<file path="src/design/nec_ir_pkg.sv">
// ----------------------------------------------------------------------------
// nec_ir_pkg
// Shared types and constants for the NEC IR pulse decoder.
// ----------------------------------------------------------------------------
package nec_ir_pkg;

    localparam int TIME_W        = 16;
    localparam int CMD_W         = 8;
    localparam int CNT_W         = 8;
    localparam int FRAME_SYMBOLS = 32;
    localparam int APB_AW        = 5;
    localparam int APB_DW        = 32;
    localparam int REG_IDX_W     = 3;

    localparam logic [REG_IDX_W-1:0] REG_ZERO_LOW    = 3'd0;
    localparam logic [REG_IDX_W-1:0] REG_ZERO_HIGH   = 3'd1;
    localparam logic [REG_IDX_W-1:0] REG_ONE_LOW     = 3'd2;
    localparam logic [REG_IDX_W-1:0] REG_ONE_HIGH    = 3'd3;
    localparam logic [REG_IDX_W-1:0] REG_REPEAT_HIGH = 3'd4;
    localparam logic [REG_IDX_W-1:0] REG_LEADER_LOW  = 3'd5;
    localparam logic [REG_IDX_W-1:0] REG_LEADER_HIGH = 3'd6;

    localparam logic [TIME_W-1:0] RST_ZERO_LOW    = 16'h0300;
    localparam logic [TIME_W-1:0] RST_ZERO_HIGH   = 16'h04F0;
    localparam logic [TIME_W-1:0] RST_ONE_LOW     = 16'h0A00;
    localparam logic [TIME_W-1:0] RST_ONE_HIGH    = 16'h0E80;
    localparam logic [TIME_W-1:0] RST_REPEAT_HIGH = 16'h1F00;
    localparam logic [TIME_W-1:0] RST_LEADER_LOW  = 16'h1C00;
    localparam logic [TIME_W-1:0] RST_LEADER_HIGH = 16'h2400;

    typedef enum logic [1:0] {
        CLS_ZERO    = 2'd0,
        CLS_ONE     = 2'd1,
        CLS_REPEAT  = 2'd2,
        CLS_UNKNOWN = 2'd3
    } t_cls;

    typedef struct packed {
        logic [TIME_W-1:0] zero_low;
        logic [TIME_W-1:0] zero_high;
        logic [TIME_W-1:0] one_low;
        logic [TIME_W-1:0] one_high;
        logic [TIME_W-1:0] repeat_high;
        logic [TIME_W-1:0] leader_low;
        logic [TIME_W-1:0] leader_high;
    } t_cfg;

    // decoded edge event handed from front to back
    typedef struct packed {
        logic timeout;
        logic measure;
        t_cls cls;
        logic leader;
    } t_op;

endpackage

</file>
<file path="src/design/nec_ir_if.sv">
// ----------------------------------------------------------------------------
// nec_ir_in_if / nec_ir_out_if
// Valid/ready channels for edge items and decoded result items.
// ----------------------------------------------------------------------------
interface nec_ir_in_if;
    import nec_ir_pkg::*;

    logic              valid;
    logic              ready;
    logic              opcode;
    logic [TIME_W-1:0] edge_time;

    modport source(output valid, opcode, edge_time, input ready);
    modport sink(input valid, opcode, edge_time, output ready);
endinterface

interface nec_ir_out_if;
    import nec_ir_pkg::*;

    logic             valid;
    logic             ready;
    logic             frame_done;
    logic             frame_complete;
    logic [CMD_W-1:0] command;
    logic             command_ok;
    logic             repeat_seen;
    logic [CNT_W-1:0] repeat_count;

    modport source(output valid, frame_done, frame_complete, command, command_ok,
                   repeat_seen, repeat_count, input ready);
    modport sink(input valid, frame_done, frame_complete, command, command_ok,
                 repeat_seen, repeat_count, output ready);
endinterface

</file>
<file path="src/design/nec_ir_regs.sv">
// ----------------------------------------------------------------------------
// nec_ir_regs
// APB register file holding the interval classification windows.
// ----------------------------------------------------------------------------
module nec_ir_regs (
    input  logic                          i_clk,
    input  logic                          i_rst_n,
    input  logic                          psel,
    input  logic                          penable,
    input  logic                          pwrite,
    input  logic [nec_ir_pkg::APB_AW-1:0] paddr,
    input  logic [nec_ir_pkg::APB_DW-1:0] pwdata,
    output logic [nec_ir_pkg::APB_DW-1:0] prdata,
    output logic                          pready,
    output nec_ir_pkg::t_cfg              o_cfg
);
    import nec_ir_pkg::*;

    t_cfg                 r_cfg;
    logic                 wr_en;
    logic [REG_IDX_W-1:0] idx;
    logic [TIME_W-1:0]    rd_val;
    logic [TIME_W-1:0]    wd;

    assign pready = 1'b1;
    assign wr_en  = psel && penable && pwrite;
    assign idx    = paddr[APB_AW-1:2];
    assign wd     = pwdata[TIME_W-1:0];

    always_ff @(posedge i_clk) begin
        if (!i_rst_n) begin
            r_cfg.zero_low    <= RST_ZERO_LOW;
            r_cfg.zero_high   <= RST_ZERO_HIGH;
            r_cfg.one_low     <= RST_ONE_LOW;
            r_cfg.one_high    <= RST_ONE_HIGH;
            r_cfg.repeat_high <= RST_REPEAT_HIGH;
            r_cfg.leader_low  <= RST_LEADER_LOW;
            r_cfg.leader_high <= RST_LEADER_HIGH;
        end else if (wr_en) begin
            unique case (idx)
                REG_ZERO_LOW:    r_cfg.zero_low    <= wd;
                REG_ZERO_HIGH:   r_cfg.zero_high   <= wd;
                REG_ONE_LOW:     r_cfg.one_low     <= wd;
                REG_ONE_HIGH:    r_cfg.one_high    <= wd;
                REG_REPEAT_HIGH: r_cfg.repeat_high <= wd;
                REG_LEADER_LOW:  r_cfg.leader_low  <= wd;
                REG_LEADER_HIGH: r_cfg.leader_high <= wd;
                default: ;
            endcase
        end
    end

    always_comb begin
        unique case (idx)
            REG_ZERO_LOW:    rd_val = r_cfg.zero_low;
            REG_ZERO_HIGH:   rd_val = r_cfg.zero_high;
            REG_ONE_LOW:     rd_val = r_cfg.one_low;
            REG_ONE_HIGH:    rd_val = r_cfg.one_high;
            REG_REPEAT_HIGH: rd_val = r_cfg.repeat_high;
            REG_LEADER_LOW:  rd_val = r_cfg.leader_low;
            REG_LEADER_HIGH: rd_val = r_cfg.leader_high;
            default:         rd_val = '0;
        endcase
    end

    assign prdata = {{(APB_DW-TIME_W){1'b0}}, rd_val};
    assign o_cfg  = r_cfg;

endmodule

</file>
<file path="src/design/nec_ir_front.sv">
// ----------------------------------------------------------------------------
// nec_ir_front
// Accepts edge items, tracks edge parity and start time, classifies intervals.
// ----------------------------------------------------------------------------
module nec_ir_front (
    input  logic              i_clk,
    input  logic              i_rst_n,
    input  nec_ir_pkg::t_cfg  i_cfg,
    nec_ir_in_if.sink         i_item,
    input  logic              i_full,
    output logic              o_push,
    output nec_ir_pkg::t_op   o_op
);
    import nec_ir_pkg::*;

    logic              r_parity;
    logic [TIME_W-1:0] r_start;
    logic [TIME_W-1:0] dt;
    logic              accept;
    logic              is_edge;
    t_cls              cls;

    function automatic t_cls classify(input t_cfg c, input logic [TIME_W-1:0] t);
        priority if (c.zero_low < t && t < c.zero_high) return CLS_ZERO;
        else if (c.one_low < t && t < c.one_high) return CLS_ONE;
        else if (c.one_high < t && t < c.repeat_high) return CLS_REPEAT;
        else return CLS_UNKNOWN;
    endfunction

    assign i_item.ready = i_rst_n && !i_full;
    assign accept       = i_item.valid && i_rst_n && !i_full;
    assign is_edge      = !i_item.opcode;
    assign dt           = i_item.edge_time - r_start;
    assign cls          = classify(i_cfg, dt);

    always_ff @(posedge i_clk) begin
        if (!i_rst_n) begin
            r_parity <= 1'b0;
            r_start  <= '0;
        end else if (accept && is_edge) begin
            r_parity <= ~r_parity;
            if (r_parity) begin
                r_start <= i_item.edge_time;
            end
        end
    end

    always_comb begin
        o_push         = accept;
        o_op.timeout   = i_item.opcode;
        o_op.measure   = is_edge && !r_parity;
        o_op.cls       = cls;
        o_op.leader    = (i_cfg.leader_low < dt) && (dt < i_cfg.leader_high);
    end

endmodule

</file>
<file path="src/design/nec_ir_fifo.sv">
// ----------------------------------------------------------------------------
// nec_ir_fifo
// Short queue of decoded edge events between front and back.
// ----------------------------------------------------------------------------
module nec_ir_fifo #(
    parameter int DEPTH = 2
) (
    input  logic            i_clk,
    input  logic            i_rst_n,
    input  logic            i_push,
    input  nec_ir_pkg::t_op i_op,
    output logic            o_full,
    input  logic            i_pop,
    output logic            o_empty,
    output nec_ir_pkg::t_op o_op
);
    import nec_ir_pkg::*;

    localparam int PW = (DEPTH > 1) ? $clog2(DEPTH) : 1;
    localparam int CW = $clog2(DEPTH + 1);

    t_op           mem [DEPTH];
    logic [PW-1:0] r_wr_ptr;
    logic [PW-1:0] r_rd_ptr;
    logic [CW-1:0] r_count;
    logic          do_push;
    logic          do_pop;

    assign o_full  = (r_count == CW'(DEPTH));
    assign o_empty = (r_count == '0);
    assign do_push = i_push && !o_full;
    assign do_pop  = i_pop && !o_empty;
    assign o_op    = mem[r_rd_ptr];

    always_ff @(posedge i_clk) begin
        if (do_push) begin
            mem[r_wr_ptr] <= i_op;
        end
    end

    always_ff @(posedge i_clk) begin
        if (!i_rst_n) begin
            r_wr_ptr <= '0;
            r_rd_ptr <= '0;
            r_count  <= '0;
        end else begin
            if (do_push) begin
                r_wr_ptr <= (r_wr_ptr == PW'(DEPTH - 1)) ? '0 : r_wr_ptr + 1'b1;
            end
            if (do_pop) begin
                r_rd_ptr <= (r_rd_ptr == PW'(DEPTH - 1)) ? '0 : r_rd_ptr + 1'b1;
            end
            if (do_push && !do_pop) begin
                r_count <= r_count + 1'b1;
            end else if (do_pop && !do_push) begin
                r_count <= r_count - 1'b1;
            end
        end
    end

endmodule

</file>
<file path="src/design/nec_ir_back.sv">
// ----------------------------------------------------------------------------
// nec_ir_back
// Frame sequencer: symbol store, repeat counting, command check, result reg.
// ----------------------------------------------------------------------------
module nec_ir_back (
    input  logic            i_clk,
    input  logic            i_rst_n,
    input  logic            i_empty,
    input  nec_ir_pkg::t_op i_op,
    output logic            o_pop,
    nec_ir_out_if.source    o_result
);
    import nec_ir_pkg::*;

    localparam int SW       = $clog2(FRAME_SYMBOLS);
    localparam int IW       = SW + 1;
    localparam int CMD_BASE = 16;
    localparam int INV_BASE = 24;

    logic             r_armed,    n_armed;
    logic             r_leader,   n_leader;
    logic             r_rmode,    n_rmode;
    logic             r_complete, n_complete;
    logic [IW-1:0]    r_idx,      n_idx;
    logic [CNT_W-1:0] r_cnt,      n_cnt;
    logic [1:0]       r_store [FRAME_SYMBOLS];
    logic [1:0]       n_store [FRAME_SYMBOLS];

    logic             r_out_valid;
    logic             r_done, n_done;
    logic             r_rep,  n_rep;
    logic [CMD_W-1:0] r_cmd,  n_cmd;
    logic             r_ok,   n_ok;
    logic [CMD_W-1:0] acc;

    assign o_pop = !i_empty && (!r_out_valid || o_result.ready);

    always_comb begin
        n_armed    = r_armed;
        n_leader   = r_leader;
        n_rmode    = r_rmode;
        n_complete = r_complete;
        n_idx      = r_idx;
        n_cnt      = r_cnt;
        n_store    = r_store;
        n_done     = 1'b0;
        n_rep      = 1'b0;
        if (i_op.timeout) begin
            n_armed    = 1'b0;
            n_leader   = 1'b0;
            n_rmode    = 1'b0;
            n_complete = 1'b0;
            n_idx      = '0;
        end else begin
            if (i_op.measure) begin
                if (r_armed) begin
                    if (r_leader) begin
                        if (!r_rmode) begin
                            n_store[r_idx[SW-1:0]] = i_op.cls;
                            n_idx = r_idx + 1'b1;
                        end
                    end else if (i_op.leader) begin
                        n_leader = 1'b1;
                    end
                end else if (!r_rmode) begin
                    n_armed = 1'b1;
                end else if (i_op.cls == CLS_REPEAT) begin
                    n_cnt = r_cnt + 1'b1;
                    n_rep = 1'b1;
                end
            end
            if (n_idx == IW'(FRAME_SYMBOLS)) begin
                n_idx      = '0;
                n_armed    = 1'b0;
                n_rmode    = 1'b1;
                n_complete = 1'b1;
                n_done     = 1'b1;
            end
        end
    end

    // command byte and inverse check on the updated store
    always_comb begin
        n_ok = 1'b1;
        acc  = '0;
        for (int i = 0; i < CMD_W; i++) begin
            if (n_store[CMD_BASE + i] == n_store[INV_BASE + i]) begin
                n_ok = 1'b0;
            end
            acc = {acc[CMD_W-2:0], 1'b0} + {{(CMD_W-2){1'b0}}, n_store[CMD_BASE + i]};
        end
        n_cmd = n_ok ? acc : '0;
    end

    always_ff @(posedge i_clk) begin
        if (!i_rst_n) begin
            r_armed     <= 1'b0;
            r_leader    <= 1'b0;
            r_rmode     <= 1'b0;
            r_complete  <= 1'b0;
            r_idx       <= '0;
            r_cnt       <= '0;
            r_out_valid <= 1'b0;
            for (int i = 0; i < FRAME_SYMBOLS; i++) begin
                r_store[i] <= '0;
            end
        end else begin
            if (o_pop) begin
                r_armed    <= n_armed;
                r_leader   <= n_leader;
                r_rmode    <= n_rmode;
                r_complete <= n_complete;
                r_idx      <= n_idx;
                r_cnt      <= n_cnt;
                r_store    <= n_store;
            end
            if (o_pop) begin
                r_out_valid <= 1'b1;
            end else if (o_result.ready) begin
                r_out_valid <= 1'b0;
            end
        end
    end

    always_ff @(posedge i_clk) begin
        if (o_pop) begin
            r_done <= n_done;
            r_rep  <= n_rep;
            r_cmd  <= n_cmd;
            r_ok   <= n_ok;
        end
    end

    assign o_result.valid          = r_out_valid;
    assign o_result.frame_done     = r_done;
    assign o_result.frame_complete = r_complete;
    assign o_result.command        = r_cmd;
    assign o_result.command_ok     = r_ok;
    assign o_result.repeat_seen    = r_rep;
    assign o_result.repeat_count   = r_cnt;

endmodule

</file>
<file path="src/design/nec_ir_pulse_decoder.sv">
// ----------------------------------------------------------------------------
// nec_ir_pulse_decoder
// NEC-style IR decoder working on capture-timer edge timestamps.
// ----------------------------------------------------------------------------
// Usage:
//   i_item carries one edge item per handshake: opcode 0 is an edge with its
//   16-bit capture time, opcode 1 an external timeout that drops frame state.
//   o_result returns exactly one result item per input item, in order.
//   Classification windows sit in an APB register file, 4 bytes per register;
//   write them only while the decoder is idle (the block does not enforce it).
// Timing:
//   The front stage classifies the interval in the accept cycle and queues
//   the event; the back stage pops it, updates frame state and fills the
//   result register, which drives result valid. One item per cycle is
//   sustained while o_result is ready.
// Reset:
//   Windows return to their default values; parity, start time, frame flags,
//   symbol store and repeat counter clear; queue and result register empty.
// Stall:
//   When o_result is held, the queue absorbs FIFO_DEPTH more items before
//   i_item.ready drops; no item is lost or repeated.
// ----------------------------------------------------------------------------
module nec_ir_pulse_decoder #(
    parameter int FIFO_DEPTH = 2
) (
    input  logic                          i_clk,
    input  logic                          i_rst_n,
    nec_ir_in_if.sink                     i_item,
    nec_ir_out_if.source                  o_result,
    input  logic                          psel,
    input  logic                          penable,
    input  logic                          pwrite,
    input  logic [nec_ir_pkg::APB_AW-1:0] paddr,
    input  logic [nec_ir_pkg::APB_DW-1:0] pwdata,
    output logic [nec_ir_pkg::APB_DW-1:0] prdata,
    output logic                          pready
);
    import nec_ir_pkg::*;

    t_cfg cfg;
    t_op  front_op;
    t_op  back_op;
    logic push;
    logic pop;
    logic full;
    logic empty;

    nec_ir_regs u_regs (
        .i_clk   (i_clk),
        .i_rst_n (i_rst_n),
        .psel    (psel),
        .penable (penable),
        .pwrite  (pwrite),
        .paddr   (paddr),
        .pwdata  (pwdata),
        .prdata  (prdata),
        .pready  (pready),
        .o_cfg   (cfg)
    );

    nec_ir_front u_front (
        .i_clk   (i_clk),
        .i_rst_n (i_rst_n),
        .i_cfg   (cfg),
        .i_item  (i_item),
        .i_full  (full),
        .o_push  (push),
        .o_op    (front_op)
    );

    nec_ir_fifo #(
        .DEPTH (FIFO_DEPTH)
    ) u_fifo (
        .i_clk   (i_clk),
        .i_rst_n (i_rst_n),
        .i_push  (push),
        .i_op    (front_op),
        .o_full  (full),
        .i_pop   (pop),
        .o_empty (empty),
        .o_op    (back_op)
    );

    nec_ir_back u_back (
        .i_clk    (i_clk),
        .i_rst_n  (i_rst_n),
        .i_empty  (empty),
        .i_op     (back_op),
        .o_pop    (pop),
        .o_result (o_result)
    );

endmodule
</file>
<file path="src/flat_wrapper.sv">
// flat-port wrapper written by rule: the top's interface ports become plain ports
module nec_ir_pulse_decoder_flat import nec_ir_pkg::*;
#(
    parameter int FIFO_DEPTH = 2
)
  (i_clk, i_rst_n, psel, penable, pwrite, paddr, pwdata, prdata, pready, i_item_valid, i_item_opcode, i_item_edge_time, i_item_ready, o_result_valid, o_result_frame_done, o_result_frame_complete, o_result_command, o_result_command_ok, o_result_repeat_seen, o_result_repeat_count, o_result_ready);
  nec_ir_in_if i_item_i ();
  nec_ir_out_if o_result_i ();
  input  logic i_clk;
  input  logic i_rst_n;
  input  logic psel;
  input  logic penable;
  input  logic pwrite;
  input  logic [nec_ir_pkg::APB_AW-1:0] paddr;
  input  logic [nec_ir_pkg::APB_DW-1:0] pwdata;
  output logic [nec_ir_pkg::APB_DW-1:0] prdata;
  output logic pready;
  input wire logic [$bits(i_item_i.valid)-1:0] i_item_valid;
  input wire logic [$bits(i_item_i.opcode)-1:0] i_item_opcode;
  input wire logic [$bits(i_item_i.edge_time)-1:0] i_item_edge_time;
  output wire logic [$bits(i_item_i.ready)-1:0] i_item_ready;
  output wire logic [$bits(o_result_i.valid)-1:0] o_result_valid;
  output wire logic [$bits(o_result_i.frame_done)-1:0] o_result_frame_done;
  output wire logic [$bits(o_result_i.frame_complete)-1:0] o_result_frame_complete;
  output wire logic [$bits(o_result_i.command)-1:0] o_result_command;
  output wire logic [$bits(o_result_i.command_ok)-1:0] o_result_command_ok;
  output wire logic [$bits(o_result_i.repeat_seen)-1:0] o_result_repeat_seen;
  output wire logic [$bits(o_result_i.repeat_count)-1:0] o_result_repeat_count;
  input wire logic [$bits(o_result_i.ready)-1:0] o_result_ready;
  assign i_item_i.valid = i_item_valid;
  assign i_item_i.opcode = i_item_opcode;
  assign i_item_i.edge_time = i_item_edge_time;
  assign i_item_ready = i_item_i.ready;
  assign o_result_valid = o_result_i.valid;
  assign o_result_frame_done = o_result_i.frame_done;
  assign o_result_frame_complete = o_result_i.frame_complete;
  assign o_result_command = o_result_i.command;
  assign o_result_command_ok = o_result_i.command_ok;
  assign o_result_repeat_seen = o_result_i.repeat_seen;
  assign o_result_repeat_count = o_result_i.repeat_count;
  assign o_result_i.ready = o_result_ready;
  nec_ir_pulse_decoder #(.FIFO_DEPTH(FIFO_DEPTH)) u_core (.i_clk(i_clk), .i_rst_n(i_rst_n), .i_item(i_item_i), .o_result(o_result_i), .psel(psel), .penable(penable), .pwrite(pwrite), .paddr(paddr), .pwdata(pwdata), .prdata(prdata), .pready(pready));
endmodule
</file>
<file path="config.mk">
export PLATFORM = sky130hd
export DESIGN_NAME = nec_ir_pulse_decoder_flat
export DESIGN_NICKNAME = d
export VERILOG_FILES = /design/src/design/nec_ir_pkg.sv /design/src/design/nec_ir_if.sv /design/src/design/nec_ir_regs.sv /design/src/design/nec_ir_front.sv /design/src/design/nec_ir_fifo.sv /design/src/design/nec_ir_back.sv /design/src/design/nec_ir_pulse_decoder.sv /design/src/flat_wrapper.sv
export SDC_FILE = /design/constraint.sdc
export NUM_CORES = 1
export LEC_CHECK = 0
export BUFFER_PORTS_ARGS = -buffer_cell sky130_fd_sc_hd__buf_2
export CAP_MARGIN = 10
export CORE_MARGIN = 2
export CORE_UTILIZATION = 40
export DETAILED_ROUTE_END_ITERATION = 8
export PLACE_DENSITY_LB_ADDON = 0.3
export SLEW_MARGIN = 20
export SYNTH_ARGS = -nofsm -noshare
export SYNTH_HDL_FRONTEND = slang
export SYNTH_HIERARCHICAL = 1
export SYNTH_SLANG_ARGS = --single-unit
</file>
<file path="constraint.sdc">
create_clock -name i_clk -period 7.5 [get_ports i_clk]
set_clock_uncertainty 0.15 [all_clocks]
set_input_delay 0 -clock i_clk [delete_from_list [all_inputs] [get_ports i_clk]]
set_output_delay 0 -clock i_clk [all_outputs]
set_load 0.01 [all_outputs]
</file>
* Yosys cells after proc, flatten, opt, wreduce, memory -nomap -nowiden *
Memory sizes are Yosys's and may differ from the RTL's. A register that Yosys moved wholly into a read port is not among the register bits.
Cells that the tools add are included.
Widths: inputs -> output; s select.

storage, ports and cells
  bits in registers = 226
  latch bits = 0
  memory bits (writable) = 10
  ROM bits = 0
  input bits = 61
  output and inout bits = 55
  logic and storage cells = 200
  memories = 1

memory list
  memory             depth  width  read ports  clocked after Yosys merged registers in  wr ports  line               RTL
  u_core.u_fifo.mem  2      5      1           1                                        1         nec_ir_fifo.sv:22  t_op mem [DEPTH];

cells by class
  add/subtract/negate cells = 14
  multipliers = 0
  divide/modulo/power cells = 0
  magnitude comparators = 10
  equal/unequal tests = 17
  shifts and indexed selects = 0
  muxes and demuxes = 51
  bitwise gates (word level) = 6
  reductions and logical operators = 47

operators with widths
  operator             number
  $mux 32              5
  $lt 16x16->1         8
  $pmux 16 s7          1
  $bwmux 64            1
  $mux 6               7
  $mux 1               31
  $reduce_and 2->1     10
  $logic_and 1x1->1    17
  $eq 2x2->1           8
  $sub 16x16->16       1
  $reduce_and 6->1     2
  $demux 2 s5          1
  $mux 2               5
  $reduce_bool 2->1    5
  $eq 3x3->1 const B   3
  $add 8x1->8 const B  1
  $add 8x2->8          1
  $add 7x2->7          1
  $logic_not 1->1      7
  $add 6x1->6 const B  1
  $add 6x2->6          1
  $eq 3x2->1 const B   2
  $eq 6x6->1 const B   1
  $ge 6x6->1 const B   1
  other kinds (18)     24

* Depth between registers and ports, before layout *
  word-level depth = 20
  gate-level depth with buffers = 21
  depth with buffers taken out = 21

* By module *
Netlist, hierarchy kept.

modules (own cells, without submodules)
  module        instances  cells an instance  area each (sq um)  sequential area each (sq um)
  nec_ir_regs   1          534                5215.0             2242.2
  nec_ir_back   1          476                4236.6             1331.3
  nec_ir_front  1          484                3707.3             340.3
  nec_ir_fifo   1          41                 584.3              400.4

* Least setup slack after synthesis *
Ideal clock, no wire load.

  path kind = register to register
  from = register u_core.u_front.r_start[0]
  to = memory u_core/u_fifo/mem[0][2] (netlist name), data pin
  library setup time = 0.271 ns
  arrival = 4.248 ns
  data required time = 7.079 ns
  path slack = 2.831 ns
  cell stages (with the launch flop) = 20
  path buffers = 0
  period minus slack after synthesis = 4.669 ns
  cell sequence = dfxtp_1 ha_1 inv_1 fa_1 a21oi_1 o22ai_1 o41a_1 a21o_1 a21oi_1 o21bai_1 a21oi_1 xor2_1 ha_1 and4_1 and2_1 a31o_2 maj3_1 maj3_1 nand2_1 a32oi_1

RTL lines
  item                    line                RTL
  from (decl)             nec_ir_front.sv:17  logic [TIME_W-1:0] r_start;
  from (signal assigned)  nec_ir_front.sv:43  r_start <= i_item.edge_time;
  to (decl)               nec_ir_fifo.sv:22

==> results.py <==
metrics = {
    "timing": {
        "hold_viol": 0,
        "period_minus_slack_ns": 5.258,
        "fin_tns_setup_ns": 0,
        "setup_viol": 0,
        "setup_ws_ns": 2.242,
        "max-slew-margin-rel_pct": 22.48,
        "whs_ns": 0.04620,
        "fmaxAchievable_ghz": 0.1902,
        "worst_pin_slew_ns": 1.163,
        "rsz0062_at_grt": "no",
        "layout_worst_path_cycle_share_pct": 70.10,
        "final-max-slew-violation-count": 0,
    },
    "floorplan": {
        "chipHeight_um": 189.4,
        "initial_core_util_pct": 40.78,
        "pin_count": 116,
        "chipWidth_um": 189.4,
        "dieArea_mm2": 0.03586,
        "coreArea_mm2": 0.03370,
        "rows": 67,
    },
    "drt": {
        "drt_iter0_drc": 760,
        "first_pass_iters": 5,
        "drtAntennaViolNets": 0,
        "vias": 11410,
        "drcViolationCount": 0,
        "drt-total-wl_um": 37490,
        "wl_per_cell_um": 18.08,
        "avgViaCountPerCell": 5.506,
    },
    "cts": {
        "cts_buffers": 25,
        "cts.repair.resized": 0,
        "cts_tree": "built",
        "post_cts_buffers": 0,
        "root_buffer": "clkbuf_16",
        "cts.sinks": 205,
        "insertion_delay_ns": 0.53,
        "clockBufferDepth": 3,
        "cts_max_level": 1,
        "clk_pin_slew_ns": 0.06,
    },
    "setup_path": {
        "r2r_end": "u_core/u_fifo/mem[1][2]",
        "slowest_stage": "o41a_1",
        "worstPathCellList": "ha_1 > inv_1 > fa_1 > a21oi_1 > o22ai_1 > o41a_1 > a21o_1 > a21oi_1 > o21bai_1 > a21oi_1 > xor2_1 > ha_1 > and4_1 > and2_1 > a31o_2 > maj3_1 > maj3_1 > nand2_1 > a32oi_1",
        "crit_path_max_fanout": 4,
        "rr_worst_depth": 19,
        "worstReg2RegStart": "u_core/u_front/r_start[0]",
        "end_kind": "flop",
        "cp-start-kind": "flop",
        "timing_worst_setup_path_type": "flop to flop",
        "worstPathRequired_ns": 7.58,
        "cp-endpoint": "u_core/u_fifo/mem[1][2]",
        "worst_ep_arrival_time_ns": 5.34,
        "crit_start": "u_core/u_front/r_start[0]",
        "critPathMostFrequentCell": "a21oi_1",
        "r2r_slack_ns": 2.24,
        "cp_slowest_stage_delay_ns": 0.47,
    },
    "synth": {
        "synth_cell_types": 84,
        "syn_inst": 1535,
        "synth-main-ff-cell": "dfxtp_1",
        "synthTopCellsByCount": "nand2_1 (188), dfxtp_1 (184), mux2i_1 (152)",
        "synth_area_leaders": "dfxtp_1 (27%), ha_1 (11%), mux2i_1 (11%)",
        "synth_top_area_share_pct": 26.80,
        "async_flop_share_pct": 0,
        "yosysSeqAreaShare_pct": 31.39,
        "synthMostInstantiatedCell": "nand2_1",
        "avgSynthCellArea_um2": 8.953,
        "synth_area_mm2": 0.01374,
        "synth-seq-cells": 205,
        "synth-edff-count": 21,
        "synth_largest_area_cell": "dfxtp_1",
        "synth_warnings": 6,
    },
    "flow_run": {
        "maxCapViolations": 0,
    },
    "status": {
        "status": "complete, no violations",
    },
    "layout": {
        "nNetsFinal": 1794,
        "drive_gt1_share_pct": 11.88,
        "fill_cells": 3253,
        "syn_to_final_growth_pct": 12.79,
        "fin_area_mm2": 0.01550,
        "final_cells": 2073,
        "antenna_cells": 0,
        "final_core_util_pct": 46.00,
    },
    "global_route": {
        "gr-total-overflow": 0,
        "grt_pass1_vias": 11180,
        "grt_max_degree": 98,
        "antenna_found_initial": 0,
        "grt_pass1_wl_um": 60170,
        "grt_usage_pct": 20.74,
    },
    "placement": {
        "dp_hpwl_um": 26350,
        "pre_cts_ws_ns": 2.248,
        "dp_cells": 1988,
        "io_buffers": 80,
        "routabilityCongestion": 0.8963,
        "placed_cell_area_mm2": 0.01428,
    },
    "pwr": {
        "power_mw": 3.072,
        "ir_drop_mv": 0.1702,
        "p_leak_nw": 6.578,
        "p_per_area_mw_per_mm2": 198.2,
    },
    "worst_hold_path": {
        "min_path_type": "input port to flop",
    },
}
==> sequential cells by signal, summed over array words and instances (netlist names), 2 cells and up, named ones only <==
signal,flops
u_core/u_regs/o_cfg,112
u_core/u_back/r_store,32
u_core/u_front/r_start,16
u_core/u_fifo/mem,10
u_core/u_back/o_result.command,8
u_core/u_back/o_result.repeat_count,8
u_core/u_back/r_idx,6
u_core/u_fifo/r_count,2
==> final cells by class <==
| cell class | instances | area [µm²] | share of cell area [%] |
|---|---|---|---|
| multi-input combinational | 1137 | 8513 | 54.92 |
| sequential | 205 | 4314 | 27.83 |
| timing repair buffer | 132 | 897.1 | 5.787 |
| clock buffer | 40 | 762.0 | 4.916 |
| tap | 448 | 560.5 | 3.616 |
| inverter | 106 | 397.9 | 2.567 |
| clock inverter | 5 | 56.30 | 0.3632 |
==> per-layer routing <==
metal  wire length, µm  up-vias  GRT usage, %
li1                  -     5570             -
met1             17280     5493         27.87
met2             17130      265         34.08
met3              1666       85         2.298
met4              1410        0         8.110
met5                 0        -             0
==> worst min-delay path by stage <==
stage	start	slack [ns]	cells past startpoint	to
floorplan	i_rst_n	-0.03	1	u_core/u_fifo/r_wr_ptr
global placement	i_item_opcode	0.08	1	u_core/u_fifo/mem[1][4]
detailed placement	i_item_opcode	0.09	1	u_core/u_fifo/mem[0][4]
CTS	paddr[4]	0.02	3	u_core/u_regs/o_cfg[10]
global route	pwrite	0.07	4	u_core/u_regs/o_cfg[107]
finish	paddr[4]	0.05	3	u_core/u_regs/o_cfg[10]
==> cell usage in the layout, fill, tap and decap left out, drive strengths merged, types with 5 or more instances in the layout <==
cell type      n
o21a          10
buf           92
o311ai         9
nor2b         46
nand3b         9
nand3         34
mux2          31
and3           9
a31oi          5
nor3          19
clkbuf        40
conb          17
xor2          22
inv          106
nor2          52
a211o          6
xnor2         50
nand2        188
o21ai         55
a21o          11
nand2b        15
a211oi         9
edfxtp        21
o221a          7
or2            7
o22ai          8
o31ai          5
mux2i        152
o211ai        26
a221oi        13
a22oi          5
and2          20
or4            5
a21oi         39
a21boi        32
a222oi         9
dfxtp        184
ha           125
nand4         20
dlygate4sd3   40
==> logic make-up after synthesis <==
kind of cell	count (synthesis)	share of synthesized area (%)
AOI/OAI and AO/OA	280	14.44
other	2	0.05465
and+or+nand+nor	455	16.93
buffers and inverters	208	7.092
DFF	205	31.39
adders and majority gates	130	11.84
xor gates and xnor gates	72	4.643
muxes	183	13.61
==> what timing repair did <==
| action | 4_1_cts | 5_1_grt |
|---|---|---|
| hold buffers | 40 | 0 |
| hold endpoints to repair | 159 | 0 |
| setup endpoints to repair | 0 | 0 |
==> worst max-delay path: cells and delay by family, from the launching register on <==
kind,cells,cell delay (ns)
AOI/OAI and AO/OA,9,2.03
xor gates and xnor gates,1,0.38
adders and majority gates,5,1.58
buffers and inverters,1,0.06
DFF,1,0.32
and+or+nand+nor,3,0.45
==> power breakdown <==
group	switching [mW]	internal, mW	leakage (nW)
logic	0.418	0.240	4.49
clock network	0.482	0.726	0.400
registers	0.0317	1.17	1.68
total	0.931	2.14	6.58
Power figures use the tool's default switching activity.
